<file path="src/design/uer_pkg.sv">
// ----------------------------------------------------------------------------
// Ultrasonic echo ranger package
// Shared types, register indexes and constants of the echo ranger.
// ----------------------------------------------------------------------------
package uer_pkg;

    localparam int TRIGGER_TICKS_DEF = 10;
    localparam int SETTLE_TICKS_DEF  = 2;
    localparam int COUNTER_BITS_DEF  = 20;

    localparam int TMO_W      = 20;
    localparam int CFG_IDX_W  = 3;
    localparam int CFG_DATA_W = 20;

    localparam int DIST_W = 18;
    localparam logic [DIST_W-1:0] DIST_MAX = '1;

    // Millimetres: width * MM_NUM / MM_DEN. Centimetres: width / CM_DIV.
    localparam int MM_NUM   = 17190;
    localparam int MM_DEN   = 100000;
    localparam int MM_REM_W = $clog2(MM_DEN);
    localparam int CM_DIV   = 58;
    localparam int CM_REM_W = $clog2(CM_DIV);

    localparam logic [TMO_W-1:0] TMO_RESET = TMO_W'(500000);

    typedef enum logic [CFG_IDX_W-1:0] {
        CFG_UNIT_MODE    = 3'd0,
        CFG_RISE_TIMEOUT = 3'd1,
        CFG_HIGH_TIMEOUT = 3'd2,
        CFG_SHARED_PIN   = 3'd3
    } t_cfg_idx;

    typedef enum logic [2:0] {
        PH_IDLE   = 3'd0,
        PH_SETTLE = 3'd1,
        PH_PULSE  = 3'd2,
        PH_WAIT   = 3'd3,
        PH_HIGH   = 3'd4
    } t_phase;

    typedef struct packed {
        logic start_request;
        logic echo_level;
    } t_in_item;

    typedef struct packed {
        logic              trigger_level;
        logic              drive_enable;
        logic              busy_res;
        logic              done_res;
        logic [DIST_W-1:0] distance;
        logic              timed_out;
    } t_out_item;

    typedef struct packed {
        logic [CFG_IDX_W-1:0]  index;
        logic [CFG_DATA_W-1:0] value;
    } t_cfg_wr;

    typedef struct packed {
        logic             unit_mode;
        logic [TMO_W-1:0] rise_timeout;
        logic [TMO_W-1:0] high_timeout;
        logic             shared_pin;
    } t_cfg;

    // Control from the sequencer to the distance accumulators.
    typedef struct packed {
        logic load;
        logic step;
    } t_dist_ctl;

endpackage

</file>
<file path="src/design/uer_ifs.sv">
// ----------------------------------------------------------------------------
// Echo ranger channel interfaces
// Valid/ready channels for tick input, result output and register writes.
// ----------------------------------------------------------------------------
interface uer_in_if;
    import uer_pkg::*;
    logic     valid;
    logic     ready;
    t_in_item data;
    modport source (output valid, output data, input ready);
    modport sink (input valid, input data, output ready);
endinterface

interface uer_out_if;
    import uer_pkg::*;
    logic      valid;
    logic      ready;
    t_out_item data;
    modport source (output valid, output data, input ready);
    modport sink (input valid, input data, output ready);
endinterface

interface uer_cfg_if;
    import uer_pkg::*;
    logic    valid;
    logic    ready;
    t_cfg_wr data;
    modport source (output valid, output data, input ready);
    modport sink (input valid, input data, output ready);
endinterface

</file>
<file path="src/design/uer_cfg_regs.sv">
// ----------------------------------------------------------------------------
// Echo ranger register file
// Holds the four configuration registers; writes to other indexes are dropped.
// ----------------------------------------------------------------------------
module uer_cfg_regs (
    input  logic          i_clk,
    input  logic          i_rst_n,
    uer_cfg_if.sink       i_cfg,
    output uer_pkg::t_cfg o_cfg
);
    import uer_pkg::*;

    t_cfg r_cfg;
    logic wr;

    assign i_cfg.ready = 1'b1;
    assign wr          = i_cfg.valid && i_cfg.ready;
    assign o_cfg       = r_cfg;

    always_ff @(posedge i_clk) begin
        if (!i_rst_n) begin
            r_cfg.unit_mode    <= 1'b0;
            r_cfg.rise_timeout <= TMO_RESET;
            r_cfg.high_timeout <= TMO_RESET;
            r_cfg.shared_pin   <= 1'b1;
        end else if (wr) begin
            case (i_cfg.data.index)
                CFG_UNIT_MODE:    r_cfg.unit_mode    <= i_cfg.data.value[0];
                CFG_RISE_TIMEOUT: r_cfg.rise_timeout <= i_cfg.data.value[TMO_W-1:0];
                CFG_HIGH_TIMEOUT: r_cfg.high_timeout <= i_cfg.data.value[TMO_W-1:0];
                CFG_SHARED_PIN:   r_cfg.shared_pin   <= i_cfg.data.value[0];
                default: ;
            endcase
        end
    end

endmodule

</file>
<file path="src/design/uer_dist.sv">
// ----------------------------------------------------------------------------
// Echo ranger distance accumulators
// Keeps the distance of the current echo width in both units as it grows.
// ----------------------------------------------------------------------------
module uer_dist (
    input  logic                        i_clk,
    input  logic                        i_rst_n,
    input  logic                        i_unit_mode,
    input  uer_pkg::t_dist_ctl          i_ctl,
    output logic [uer_pkg::DIST_W-1:0]  o_distance
);
    import uer_pkg::*;

    // Quotient and remainder of width*MM_NUM/MM_DEN and of width/CM_DIV, so
    // each extra tick of echo costs one add and one compare.
    logic [DIST_W-1:0]   r_mm_q, n_mm_q;
    logic [MM_REM_W-1:0] r_mm_r, n_mm_r;
    logic [DIST_W-1:0]   r_cm_q, n_cm_q;
    logic [CM_REM_W-1:0] r_cm_r, n_cm_r;
    logic [MM_REM_W:0]   mm_sum;

    assign mm_sum     = {1'b0, r_mm_r} + (MM_REM_W+1)'(MM_NUM);
    assign o_distance = i_unit_mode ? r_cm_q : r_mm_q;

    always_comb begin
        n_mm_q = r_mm_q;
        n_mm_r = r_mm_r;
        n_cm_q = r_cm_q;
        n_cm_r = r_cm_r;
        if (i_ctl.load) begin
            n_mm_q = '0;
            n_mm_r = MM_REM_W'(MM_NUM);
            n_cm_q = '0;
            n_cm_r = CM_REM_W'(1);
        end else if (i_ctl.step) begin
            if (mm_sum >= (MM_REM_W+1)'(MM_DEN)) begin
                n_mm_r = MM_REM_W'(mm_sum - (MM_REM_W+1)'(MM_DEN));
                if (r_mm_q != DIST_MAX) begin
                    n_mm_q = r_mm_q + DIST_W'(1);
                end
            end else begin
                n_mm_r = mm_sum[MM_REM_W-1:0];
            end
            if (r_cm_r == CM_REM_W'(CM_DIV - 1)) begin
                n_cm_r = '0;
                if (r_cm_q != DIST_MAX) begin
                    n_cm_q = r_cm_q + DIST_W'(1);
                end
            end else begin
                n_cm_r = r_cm_r + CM_REM_W'(1);
            end
        end
    end

    always_ff @(posedge i_clk) begin
        if (!i_rst_n) begin
            r_mm_q <= '0;
            r_mm_r <= '0;
            r_cm_q <= '0;
            r_cm_r <= '0;
        end else begin
            r_mm_q <= n_mm_q;
            r_mm_r <= n_mm_r;
            r_cm_q <= n_cm_q;
            r_cm_r <= n_cm_r;
        end
    end

    a_mm_rem_range: assert property (@(posedge i_clk) disable iff (!i_rst_n)
        r_mm_r < MM_REM_W'(MM_DEN))
        else $error("millimetre remainder out of range");

    a_cm_rem_range: assert property (@(posedge i_clk) disable iff (!i_rst_n)
        r_cm_r < CM_REM_W'(CM_DIV))
        else $error("centimetre remainder out of range");

    a_load_width_one: assert property (@(posedge i_clk) disable iff (!i_rst_n)
        i_ctl.load |=> r_cm_r == CM_REM_W'(1) && r_mm_r == MM_REM_W'(MM_NUM))
        else $error("load did not start from a width of one tick");

endmodule

</file>
<file path="src/design/uer_core.sv">
// ----------------------------------------------------------------------------
// Echo ranger sequencer
// Phase machine that turns one tick into one result and keeps the counters.
// ----------------------------------------------------------------------------
module uer_core #(
    parameter int TRIGGER_TICKS = uer_pkg::TRIGGER_TICKS_DEF,
    parameter int SETTLE_TICKS  = uer_pkg::SETTLE_TICKS_DEF,
    parameter int COUNTER_BITS  = uer_pkg::COUNTER_BITS_DEF
) (
    input  logic                       i_clk,
    input  logic                       i_rst_n,
    input  logic                       i_step,
    input  uer_pkg::t_in_item          i_item,
    input  uer_pkg::t_cfg              i_cfg,
    input  logic [uer_pkg::DIST_W-1:0] i_distance,
    output uer_pkg::t_dist_ctl         o_dist_ctl,
    output uer_pkg::t_out_item         o_result
);
    import uer_pkg::*;

    localparam int CMP_W = (COUNTER_BITS > TMO_W) ? COUNTER_BITS : TMO_W;
    localparam logic [COUNTER_BITS-1:0] CNT_MAX = '1;

    t_phase                  r_phase, n_phase, cur_phase;
    logic [COUNTER_BITS-1:0] r_phase_ticks, n_phase_ticks, cur_ticks, ticks_inc;
    logic [COUNTER_BITS-1:0] r_echo_width, n_echo_width, width_inc;
    logic [CMP_W-1:0]        lim_rise, lim_high, rise_ext, high_ext;
    logic                    start_now, dist_load, dist_step;

    assign start_now = (r_phase == PH_IDLE) && i_item.start_request;
    assign cur_phase = start_now ? PH_SETTLE : r_phase;
    assign cur_ticks = start_now ? '0 : r_phase_ticks;
    assign ticks_inc = (cur_ticks == CNT_MAX) ? cur_ticks : cur_ticks + COUNTER_BITS'(1);
    assign width_inc = (r_echo_width == CNT_MAX) ? r_echo_width
                                                 : r_echo_width + COUNTER_BITS'(1);

    // A timeout of zero acts as one, any above the counter range as its maximum.
    assign rise_ext = CMP_W'(i_cfg.rise_timeout);
    assign high_ext = CMP_W'(i_cfg.high_timeout);
    assign lim_rise = (rise_ext == '0) ? CMP_W'(1)
                    : (rise_ext > CMP_W'(CNT_MAX)) ? CMP_W'(CNT_MAX) : rise_ext;
    assign lim_high = (high_ext == '0) ? CMP_W'(1)
                    : (high_ext > CMP_W'(CNT_MAX)) ? CMP_W'(CNT_MAX) : high_ext;

    assign o_dist_ctl.load = i_step && dist_load;
    assign o_dist_ctl.step = i_step && dist_step;

    always_comb begin
        n_phase       = cur_phase;
        n_phase_ticks = cur_ticks;
        n_echo_width  = start_now ? '0 : r_echo_width;
        dist_load     = 1'b0;
        dist_step     = 1'b0;
        o_result               = '0;
        o_result.drive_enable  = ~i_cfg.shared_pin;
        o_result.busy_res      = 1'b1;
        case (cur_phase)
            PH_SETTLE: begin
                o_result.drive_enable = 1'b1;
                n_phase_ticks = ticks_inc;
                if (ticks_inc >= COUNTER_BITS'(SETTLE_TICKS)) begin
                    n_phase       = PH_PULSE;
                    n_phase_ticks = '0;
                end
            end
            PH_PULSE: begin
                o_result.trigger_level = 1'b1;
                o_result.drive_enable  = 1'b1;
                n_phase_ticks = ticks_inc;
                if (ticks_inc >= COUNTER_BITS'(TRIGGER_TICKS)) begin
                    n_phase       = PH_WAIT;
                    n_phase_ticks = '0;
                end
            end
            PH_WAIT: begin
                if (i_item.echo_level) begin
                    // The rising tick already counts as one tick of width.
                    n_echo_width  = COUNTER_BITS'(1);
                    n_phase_ticks = '0;
                    dist_load     = 1'b1;
                    if (lim_high == CMP_W'(1)) begin
                        o_result.done_res  = 1'b1;
                        o_result.timed_out = 1'b1;
                        n_phase            = PH_IDLE;
                    end else begin
                        n_phase = PH_HIGH;
                    end
                end else begin
                    n_phase_ticks = ticks_inc;
                    if (CMP_W'(ticks_inc) >= lim_rise) begin
                        o_result.done_res  = 1'b1;
                        o_result.timed_out = 1'b1;
                        n_phase            = PH_IDLE;
                        n_phase_ticks      = '0;
                    end
                end
            end
            PH_HIGH: begin
                if (i_item.echo_level) begin
                    n_echo_width = width_inc;
                    dist_step    = (r_echo_width != CNT_MAX);
                    if (CMP_W'(width_inc) >= lim_high) begin
                        o_result.done_res  = 1'b1;
                        o_result.timed_out = 1'b1;
                        n_phase            = PH_IDLE;
                    end
                end else begin
                    o_result.done_res = 1'b1;
                    o_result.distance = i_distance;
                    n_phase           = PH_IDLE;
                end
            end
            default: begin
                n_phase           = PH_IDLE;
                o_result.busy_res = 1'b0;
            end
        endcase
    end

    always_ff @(posedge i_clk) begin
        if (!i_rst_n) begin
            r_phase       <= PH_IDLE;
            r_phase_ticks <= '0;
            r_echo_width  <= '0;
        end else if (i_step) begin
            r_phase       <= n_phase;
            r_phase_ticks <= n_phase_ticks;
            r_echo_width  <= n_echo_width;
        end
    end

    a_high_has_width: assert property (@(posedge i_clk) disable iff (!i_rst_n)
        r_phase == PH_HIGH |-> r_echo_width != '0)
        else $error("echo high phase with zero width");

    a_idle_after_done: assert property (@(posedge i_clk) disable iff (!i_rst_n)
        i_step && o_result.done_res |=> r_phase == PH_IDLE)
        else $error("phase not idle after a done tick");

    a_hold_without_step: assert property (@(posedge i_clk) disable iff (!i_rst_n)
        !i_step |=> $stable(r_phase) && $stable(r_echo_width))
        else $error("sequencer state moved without a tick");

endmodule

</file>
<file path="src/design/ultrasonic_echo_ranger.sv">
// ----------------------------------------------------------------------------
// Ultrasonic echo ranger
// Trigger, echo timing and distance conversion for a pulse-echo range sensor.
// ----------------------------------------------------------------------------
// Each input beat is one microsecond tick with a start request and the sampled
// echo level, and it yields exactly one result beat. The block takes a tick in
// every cycle while the result register is empty or being read out; the single
// phase update per tick sets that rate. A tick is held in the input register,
// and its result then in the result register. The echo width is converted
// while it is counted, so the distance is ready on the falling tick in either
// unit. Register writes are always accepted and must only be made when no
// measurement is in progress.
module ultrasonic_echo_ranger #(
    parameter int TRIGGER_TICKS = uer_pkg::TRIGGER_TICKS_DEF,
    parameter int SETTLE_TICKS  = uer_pkg::SETTLE_TICKS_DEF,
    parameter int COUNTER_BITS  = uer_pkg::COUNTER_BITS_DEF
) (
    input  logic      i_clk,
    input  logic      i_rst_n,
    uer_in_if.sink    i_in,
    uer_cfg_if.sink   i_cfg,
    uer_out_if.source o_out
);
    import uer_pkg::*;

    logic              r_in_valid;
    t_in_item          r_in_item;
    logic              r_out_valid;
    t_out_item         r_out_item;
    logic              advance;
    t_cfg              cfg;
    t_dist_ctl         dist_ctl;
    logic [DIST_W-1:0] distance;
    t_out_item         result;

    assign advance     = r_in_valid && (!r_out_valid || o_out.ready);
    assign i_in.ready  = !r_in_valid || advance;
    assign o_out.valid = r_out_valid;
    assign o_out.data  = r_out_item;

    uer_cfg_regs u_cfg (
        .i_clk   (i_clk),
        .i_rst_n (i_rst_n),
        .i_cfg   (i_cfg),
        .o_cfg   (cfg)
    );

    uer_dist u_dist (
        .i_clk       (i_clk),
        .i_rst_n     (i_rst_n),
        .i_unit_mode (cfg.unit_mode),
        .i_ctl       (dist_ctl),
        .o_distance  (distance)
    );

    uer_core #(
        .TRIGGER_TICKS (TRIGGER_TICKS),
        .SETTLE_TICKS  (SETTLE_TICKS),
        .COUNTER_BITS  (COUNTER_BITS)
    ) u_core (
        .i_clk      (i_clk),
        .i_rst_n    (i_rst_n),
        .i_step     (advance),
        .i_item     (r_in_item),
        .i_cfg      (cfg),
        .i_distance (distance),
        .o_dist_ctl (dist_ctl),
        .o_result   (result)
    );

    always_ff @(posedge i_clk) begin
        if (!i_rst_n) begin
            r_in_valid  <= 1'b0;
            r_out_valid <= 1'b0;
        end else begin
            if (i_in.valid && i_in.ready) begin
                r_in_valid <= 1'b1;
            end else if (advance) begin
                r_in_valid <= 1'b0;
            end
            if (advance) begin
                r_out_valid <= 1'b1;
            end else if (o_out.ready) begin
                r_out_valid <= 1'b0;
            end
        end
    end

    always_ff @(posedge i_clk) begin
        if (i_in.valid && i_in.ready) begin
            r_in_item <= i_in.data;
        end
        if (advance) begin
            r_out_item <= result;
        end
    end

    a_done_is_busy: assert property (@(posedge i_clk) disable iff (!i_rst_n)
        r_out_valid && r_out_item.done_res |-> r_out_item.busy_res)
        else $error("done beat without busy");

    a_timeout_zero: assert property (@(posedge i_clk) disable iff (!i_rst_n)
        r_out_valid && r_out_item.timed_out |->
            r_out_item.done_res && r_out_item.distance == '0)
        else $error("timeout beat with a distance");

    a_trigger_driven: assert property (@(posedge i_clk) disable iff (!i_rst_n)
        r_out_valid && r_out_item.trigger_level |-> r_out_item.drive_enable)
        else $error("trigger high while the pin is released");

endmodule
</file>
<file path="src/flat_wrapper.sv">
// flat-port wrapper written by rule: the top's interface ports become plain ports
module ultrasonic_echo_ranger_flat import uer_pkg::*;
#(
    parameter int TRIGGER_TICKS = uer_pkg::TRIGGER_TICKS_DEF,
    parameter int SETTLE_TICKS  = uer_pkg::SETTLE_TICKS_DEF,
    parameter int COUNTER_BITS  = uer_pkg::COUNTER_BITS_DEF
)
  (i_clk, i_rst_n, i_in_valid, i_in_data, i_in_ready, i_cfg_valid, i_cfg_data, i_cfg_ready, o_out_valid, o_out_data, o_out_ready);
  uer_in_if i_in_i ();
  uer_cfg_if i_cfg_i ();
  uer_out_if o_out_i ();
  input  logic i_clk;
  input  logic i_rst_n;
  input wire logic [$bits(i_in_i.valid)-1:0] i_in_valid;
  input wire logic [$bits(i_in_i.data)-1:0] i_in_data;
  output wire logic [$bits(i_in_i.ready)-1:0] i_in_ready;
  input wire logic [$bits(i_cfg_i.valid)-1:0] i_cfg_valid;
  input wire logic [$bits(i_cfg_i.data)-1:0] i_cfg_data;
  output wire logic [$bits(i_cfg_i.ready)-1:0] i_cfg_ready;
  output wire logic [$bits(o_out_i.valid)-1:0] o_out_valid;
  output wire logic [$bits(o_out_i.data)-1:0] o_out_data;
  input wire logic [$bits(o_out_i.ready)-1:0] o_out_ready;
  assign i_in_i.valid = i_in_valid;
  assign i_in_i.data = i_in_data;
  assign i_in_ready = i_in_i.ready;
  assign i_cfg_i.valid = i_cfg_valid;
  assign i_cfg_i.data = i_cfg_data;
  assign i_cfg_ready = i_cfg_i.ready;
  assign o_out_valid = o_out_i.valid;
  assign o_out_data = o_out_i.data;
  assign o_out_i.ready = o_out_ready;
  ultrasonic_echo_ranger #(.TRIGGER_TICKS(TRIGGER_TICKS), .SETTLE_TICKS(SETTLE_TICKS), .COUNTER_BITS(COUNTER_BITS)) u_core (.i_clk(i_clk), .i_rst_n(i_rst_n), .i_in(i_in_i), .i_cfg(i_cfg_i), .o_out(o_out_i));
endmodule
</file>
<file path="config.mk">
export PLATFORM = sky130hd
export DESIGN_NAME = ultrasonic_echo_ranger_flat
export DESIGN_NICKNAME = d
export VERILOG_FILES = /design/src/design/uer_pkg.sv /design/src/design/uer_ifs.sv /design/src/design/uer_cfg_regs.sv /design/src/design/uer_dist.sv /design/src/design/uer_core.sv /design/src/design/ultrasonic_echo_ranger.sv /design/src/flat_wrapper.sv
export SDC_FILE = /design/constraint.sdc
export NUM_CORES = 1
export LEC_CHECK = 0
export ABC_AREA = 1
export BUFFER_PORTS_ARGS = -buffer_cell sky130_fd_sc_hd__buf_4
export CAP_MARGIN = 15
export CORE_ASPECT_RATIO = 0.75
export CORE_MARGIN = 8
export CORE_UTILIZATION = 25
export DETAILED_ROUTE_END_ITERATION = 10
export HOLD_SLACK_MARGIN = 0.08
export PLACE_DENSITY = 0.39
export SYNTH_ARGS = -nofsm -noshare
export SYNTH_HDL_FRONTEND = slang
export SYNTH_SLANG_ARGS = --single-unit
</file>
<file path="constraint.sdc">
create_clock -name i_clk -period 5.31 [get_ports i_clk]
set_input_delay 0.7965 -clock i_clk [delete_from_list [all_inputs] [get_ports i_clk]]
set_output_delay 0.7965 -clock i_clk [all_outputs]
set_load 0.05 [all_outputs]
</file>
Yosys cells after proc, flatten, opt, wreduce, memory -nomap -nowiden
Cells that the tools add are included.
{"block": "word_totals", "reg_bits": 171, "latchBits": 0, "ramBits": 0, "romBits": 0, "input_bits": 30, "mem_count": 0}
{"block": "op_classes", "n_addsub": 7, "n_mul": 0, "div_mod_pow": 0, "n_lt_le_gt_ge": 7, "n_eq_ne": 14, "shift": 0, "n_mux": 50, "n_bitwise": 3, "n_reduce_logical": 26}
{"cell": "20-bit two-way mux", "count": 14}
{"cell": "20-bit one-hot mux with 3 select lines", "count": 1}
{"cell": "20-bit by 1-bit adder with 20-bit output (second input constant)", "count": 2}
{"cell": "20-bit == test (second input constant)", "count": 2}
{"cell": "20-bit >= comparator", "count": 2}
{"cell": "20-bit greater-than comparator (second input constant)", "count": 2}
{"cell": "20-bit logical NOT", "count": 2}
{"cell": "20-bit one-hot mux with 2 select lines", "count": 1}
{"cell": "18-bit by 1-bit adder with 18-bit output (second input constant)", "count": 2}
{"cell": "18-bit != test (second input constant)", "count": 2}
{"cell": "15-bit two-way mux", "count": 2}
{"cell": "3-bit two-way mux", "count": 8}
{"cell": "20-bit by 1-bit == test with 1-bit output (second input constant)", "count": 1}
{"cell": "20-bit by 2-bit >= comparator with 1-bit output (second input constant)", "count": 1}
{"cell": "20-bit by 4-bit >= comparator with 1-bit output (second input constant)", "count": 1}
{"cell": "20-bit != test (second input constant)", "count": 1}
{"cell": "17-bit by 15-bit adder with 18-bit output (second input constant)", "count": 1}
{"cell": "18-bit by 17-bit >= comparator with 1-bit output (second input constant)", "count": 1}
{"cell": "1-bit two-way mux", "count": 18}
{"cell": "18-bit two-way mux", "count": 1}
{"cell": "17-bit two-way mux", "count": 1}
{"cell": "17-bit subtractor (second input constant)", "count": 1}
{"cell": "3-bit by 2-bit == test with 1-bit output (second input constant)", "count": 4}
{"cell": "3-bit one-hot mux with 4 select lines", "count": 1}
{"cell": "16 further kinds", "count": 35}

Logic depth before layout (Yosys ltp)
{"block": "logic_depth", "depth_word": 9, "ltp_mapped": 38, "ltp_nobuf": 35}

Hierarchy
A second synthesis with hierarchy kept.
{"block": "unflattened", "hier_cells": 1733, "hier_area_um2": 11632.4}
{"module": "uer_core", "instances": 1, "cells_per_inst": 805, "area_each_um2": 4969.8, "seq_area_each_um2": 860.8}
{"module": "uer_dist", "instances": 1, "cells_per_inst": 649, "area_each_um2": 4097.7, "seq_area_each_um2": 1161.1}
{"module": "uer_cfg_regs", "instances": 1, "cells_per_inst": 241, "area_each_um2": 1719.1, "seq_area_each_um2": 840.8}
{"module": "ultrasonic_echo_ranger", "instances": 1, "cells_per_inst": 38, "area_each_um2": 845.8, "seq_area_each_um2": 790.8}

Least setup slack after synthesis
Ideal clock, no wire load.
{"block": "synth_timing", "kind": "reg-to-reg", "from": "reg u_core.u_core.r_phase[1]", "to": "reg u_core.r_out_item (netlist bit u_core.o_out.data[19]) (data pin)", "setup_time_ns": 0.256, "t_arrival_ns": 3.601, "required_time_ns": 5.054, "path_slack_ns": 1.453, "stages_incl_launch_ff": 38, "path_buffers": 3, "synth_period_minus_slack_ns": 3.857, "path_cell_list": "dfxtp_1 > nor2_1 > nand2_2 > buf_6 > buf_6 > buf_2 > nand2_1 > inv_1 > ha_1 > nand2_1 > nor2_4 > nand2_1 > nor2_2 > nand3_2 > xnor2_1 > ha_1 > inv_1 > nand2_1 > [2 not listed] > nand2_1 > nand2_1 > nand2_1 > nand2_1 > nand2_1 > nand2_1 > a21oi_1 > nand2_1 > nand2_1 > nand2_1 > nand2_1 > nand2_1 > nand2_2 > nand2_1 > inv_2 > o21ai_1 > nand2_1 > nand2_1"}
{"element": "start, declared", "line_no": "uer_core.sv:24", "rtl": "t_phase r_phase, n_phase, cur_phase;"}
{"element": "start signal, assigned", "line_no": "uer_core.sv:126", "rtl": "r_phase <= n_phase;"}
{"element": "end signal, assigned", "line_no": "ultrasonic_echo_ranger.sv:94", "rtl": "r_out_item <= result;"}
{"element": "end, declared", "line_no": "ultrasonic_echo_ranger.sv:29", "rtl": "t_out_item r_out_item;"}

==> results.yml <==
clock_network:
  cts.clk_slew.worst_paths_ns: 0.08
  cts-root-buf: "clkbuf_16"
  numCtsBuffers: 17
  ctsResizeCount: 0
  cts_hold_buf: 0
  h-tree-depth: 4
  cts_sinks: 170
  cts_buffer_depth: 2
  cts_tree: "yes"
  cts_setup_buffers: 0
  clk_latency_ns: 0.45
sta:
  max_freq_mhz: 235
  tns_ns: 0
  relSlewSlack_pct: 35.4
  period_minus_slack_ns: 4.26
  skew_ns: 0.0114
  slew_violations: 0
  rsz0062_at_grt: "false"
  finalCritPeriodShare_pct: 80.2
  final-setup-viol-count: 0
  finalHoldViolCount: 0
  worstMarginPinSlew_ns: 0.966
yosys:
  yosysUniqueCellTypes: 55
  synth-simple-area-share_pct: 29.0
  synth_top_family_by_area: "simple AND/OR/NAND/NOR gates"
  synth-xor-area-share_pct: 5.00
  synth-edff-count: 25
  synth-compound-area-share_pct: 16.1
  ys_seq_area_share_pct: 34.4
  synth_top_area_share_pct: 27.3
  avgSynthCellArea_sq_um: 7.01
  synthFlopType: "dfxtp_1"
  synthAdderAreaFrac_pct: 5.77
  ys_ff_latch: 170
  yosys_warnings: 0
  syn-cell-area_sq_mm: 0.0106
  synthTopCellsByArea: "dfxtp_1, nand2_1, a21oi_1, edfxtp_1, inv_1"
  yosys.area.top_type: "dfxtp_1"
  postSynth.asyncResetShare_pct: 0
  syn-num-nets: 1596
  synth_mux_area_share_pct: 0.0942
  syn_inst: 1517
floorplan:
  core_area_sq_mm: 0.0420
  die_width_microns: 254
  start_util_pct: 25.3
  io_pins: 56
  fp-row-count: 65
  fp.dieH_microns: 195
  die-area_sq_mm: 0.0494
drt:
  wire_per_inst_microns: 16.0
  drc: 0
  antenna_left: 0
  routed_wl_microns: 34100
  first_iter_violations: 625
  vias: 9801
  viasPerCell: 4.61
  drtPass1Iterations: 5
global_routing:
  antenna_found_initial: 0
  gr-usage-all-layers_pct: 13.8
  overflow: 0
  grt_pass1_wl_microns: 54100
  grt_max_degree: 63
  grt_pass1_vias: 9286
setup_path:
  cp.arrival_ns: 4.46
  critical_path.slowest_cell: "dfxtp_1"
  crit_required_ns: 5.51
  crit_path_start: "u_core.u_core.r_phase[0]"
  path_max_fanout: 15
  max_stage_delay_ns: 0.41
  start_kind: "flip-flop"
  end_kind: "flip-flop"
  r2r-start: "u_core.u_core.r_phase[0]"
  timing.critical_path.mode_cell: "nand2_1"
  crit_type: "flip-flop to flip-flop"
final_layout:
  antennaDiodeCount: 0
  fillers: 4704
  finalCoreUtilization_pct: 28.8
  layout.cells.most_common_list: "nand2_1, inv_1, a21oi_1"
  nets: 1623
  regArea_sq_mm: 0.00365
  multi_input_area_sq_mm: 0.00594
  final_common_cell: "nand2_1"
  drive_above_1_share_pct: 11.1
  syn2layout_area_growth_pct: 14.0
pwr:
  p_total_w: 0.00299
  ir_worst_vdd_uv: 216
  p_leak_nw: 4.87
  powerDensity_mw_per_mm2: 247
min_path:
  worstHoldStart: "u_core.u_dist.r_mm_q[17]"
  hp-class: "flip-flop to flip-flop"
placed_design:
  port_buffers: 54
  place.gp.congestion: 0.860
  hpwl_microns: 26100
flow_run:
  cap_violations: 0
status:
  outcome: "finished clean"
## cells in the mapped netlist (2+ instances only)
master,n
nand2_1,334
inv_1,187
a21oi_1,160
dfxtp_1,145
nor2_1,124
o21ai_0,89
nand3_1,77
ha_1,49
xor2_1,48
nand4_1,41
clkbuf_1,39
nor3_1,30
edfxtp_1,25
nor2_2,18
a211oi_1,15
o211ai_1,14
nor4_1,11
inv_2,10
nand2_2,10
nand3_2,9
xnor2_1,9
nor2_4,8
a31oi_1,7
buf_6,7
a21oi_2,5
buf_1,4
o21ai_1,3
buf_2,2
buf_4,2
clkinv_1,2
nand2_4,2
nand3_4,2
nor3_2,2
nor3b_1,2
o21a_1,2
o21ai_2,2
or2_2,2
xor2_2,2
## cell families after synthesis
kind of cell	Yosys count
other	1
adders and majority gates	49
DFF	170
xor gates and xnor gates	59
AOI/OAI and AO/OA	308
buffers and inverters	254
muxes	1
and+or+nand+nor	675
## stage by stage
step	instances	cell area [sq um]	setup WS [ns]	hold slack, ns
after detailed placement	2094	11500	1.08	0.461
after global placement	2094	11500	1.13	0.456
after global routing	2126	12100	0.389	0.501
after CTS	2126	12100	1.06	0.472
final	2126	12100	1.05	0.468
after floorplan	1517	10600	1.45	0.443
## per-layer routing
metal	wire (microns)	track usage [%]	vias to the layer above	share of wire, %
li1	-	-	5056	-
met4	229	2.62	0	0.67
met5	0	0	-	0
met3	1330	2.59	13	3.9
met2	13000	18.3	166	38
met1	19500	22.3	4566	57
## sequential cells by signal, summed over array words and instances (netlist names)
signal	flops
u_core.u_cfg.o_cfg	42
u_core.u_dist.r_cm_q	18
u_core.u_dist.r_mm_r	16
u_core.u_dist.r_cm_r	6
u_core.o_out.data	23
u_core.o_out.valid	1
u_core.u_core.r_phase_ticks	20
u_core.r_in_valid	1
u_core.r_in_item	2
u_core.u_core.r_phase	3
u_core.u_dist.r_mm_q	18
u_core.u_core.r_echo_width	20
## power breakdown
| part | total (W) | leakage (nW) | internal [W] | switching [W] |
|---|---|---|---|---|
| clock | 0.00128 | 0.295 | 0.000707 | 0.000576 |
| sequential | 0.00137 | 1.41 | 0.00134 | 0.0000298 |
| combinational | 0.000341 | 3.17 | 0.0000986 | 0.000242 |
| total | 0.00299 | 4.87 | 0.00215 | 0.000848 |
## worst paths after layout
check | cells past startpoint | slack [ns] | endpoint
worst min register to register | 2 | 0.47 | u_core.u_dist.r_mm_q[17]
worst min-delay path | 2 | 0.47 | u_core.u_dist.r_mm_q[17]
worst max register to register | 33 | 1.05 | u_core.o_out.data[19]
worst max-delay path | 33 | 1.05 | u_core.o_out.data[19]
## cell type report
| class | instances | share of cell area, % |
|---|---|---|
| Clock buffer | 21 | 3.98 |
| Clock inverter | 11 | 0.867 |
| Inverter | 199 | 6.16 |
| Multi-Input combinational cell | 1093 | 49.1 |
| Sequential cell | 170 | 30.2 |
| Tap cell | 569 | 5.88 |
| Timing Repair Buffer | 63 | 3.90 |
## critical path: cells and delay by family (launching register included)
kind	cells	cell delay [ns]
compound gates	3	0.41
flops	1	0.41
buf+inv	3	0.41
fa+ha+maj	2	0.61
simple gates	25	2.16
Note: power is estimated with default switching activity, not from simulation.
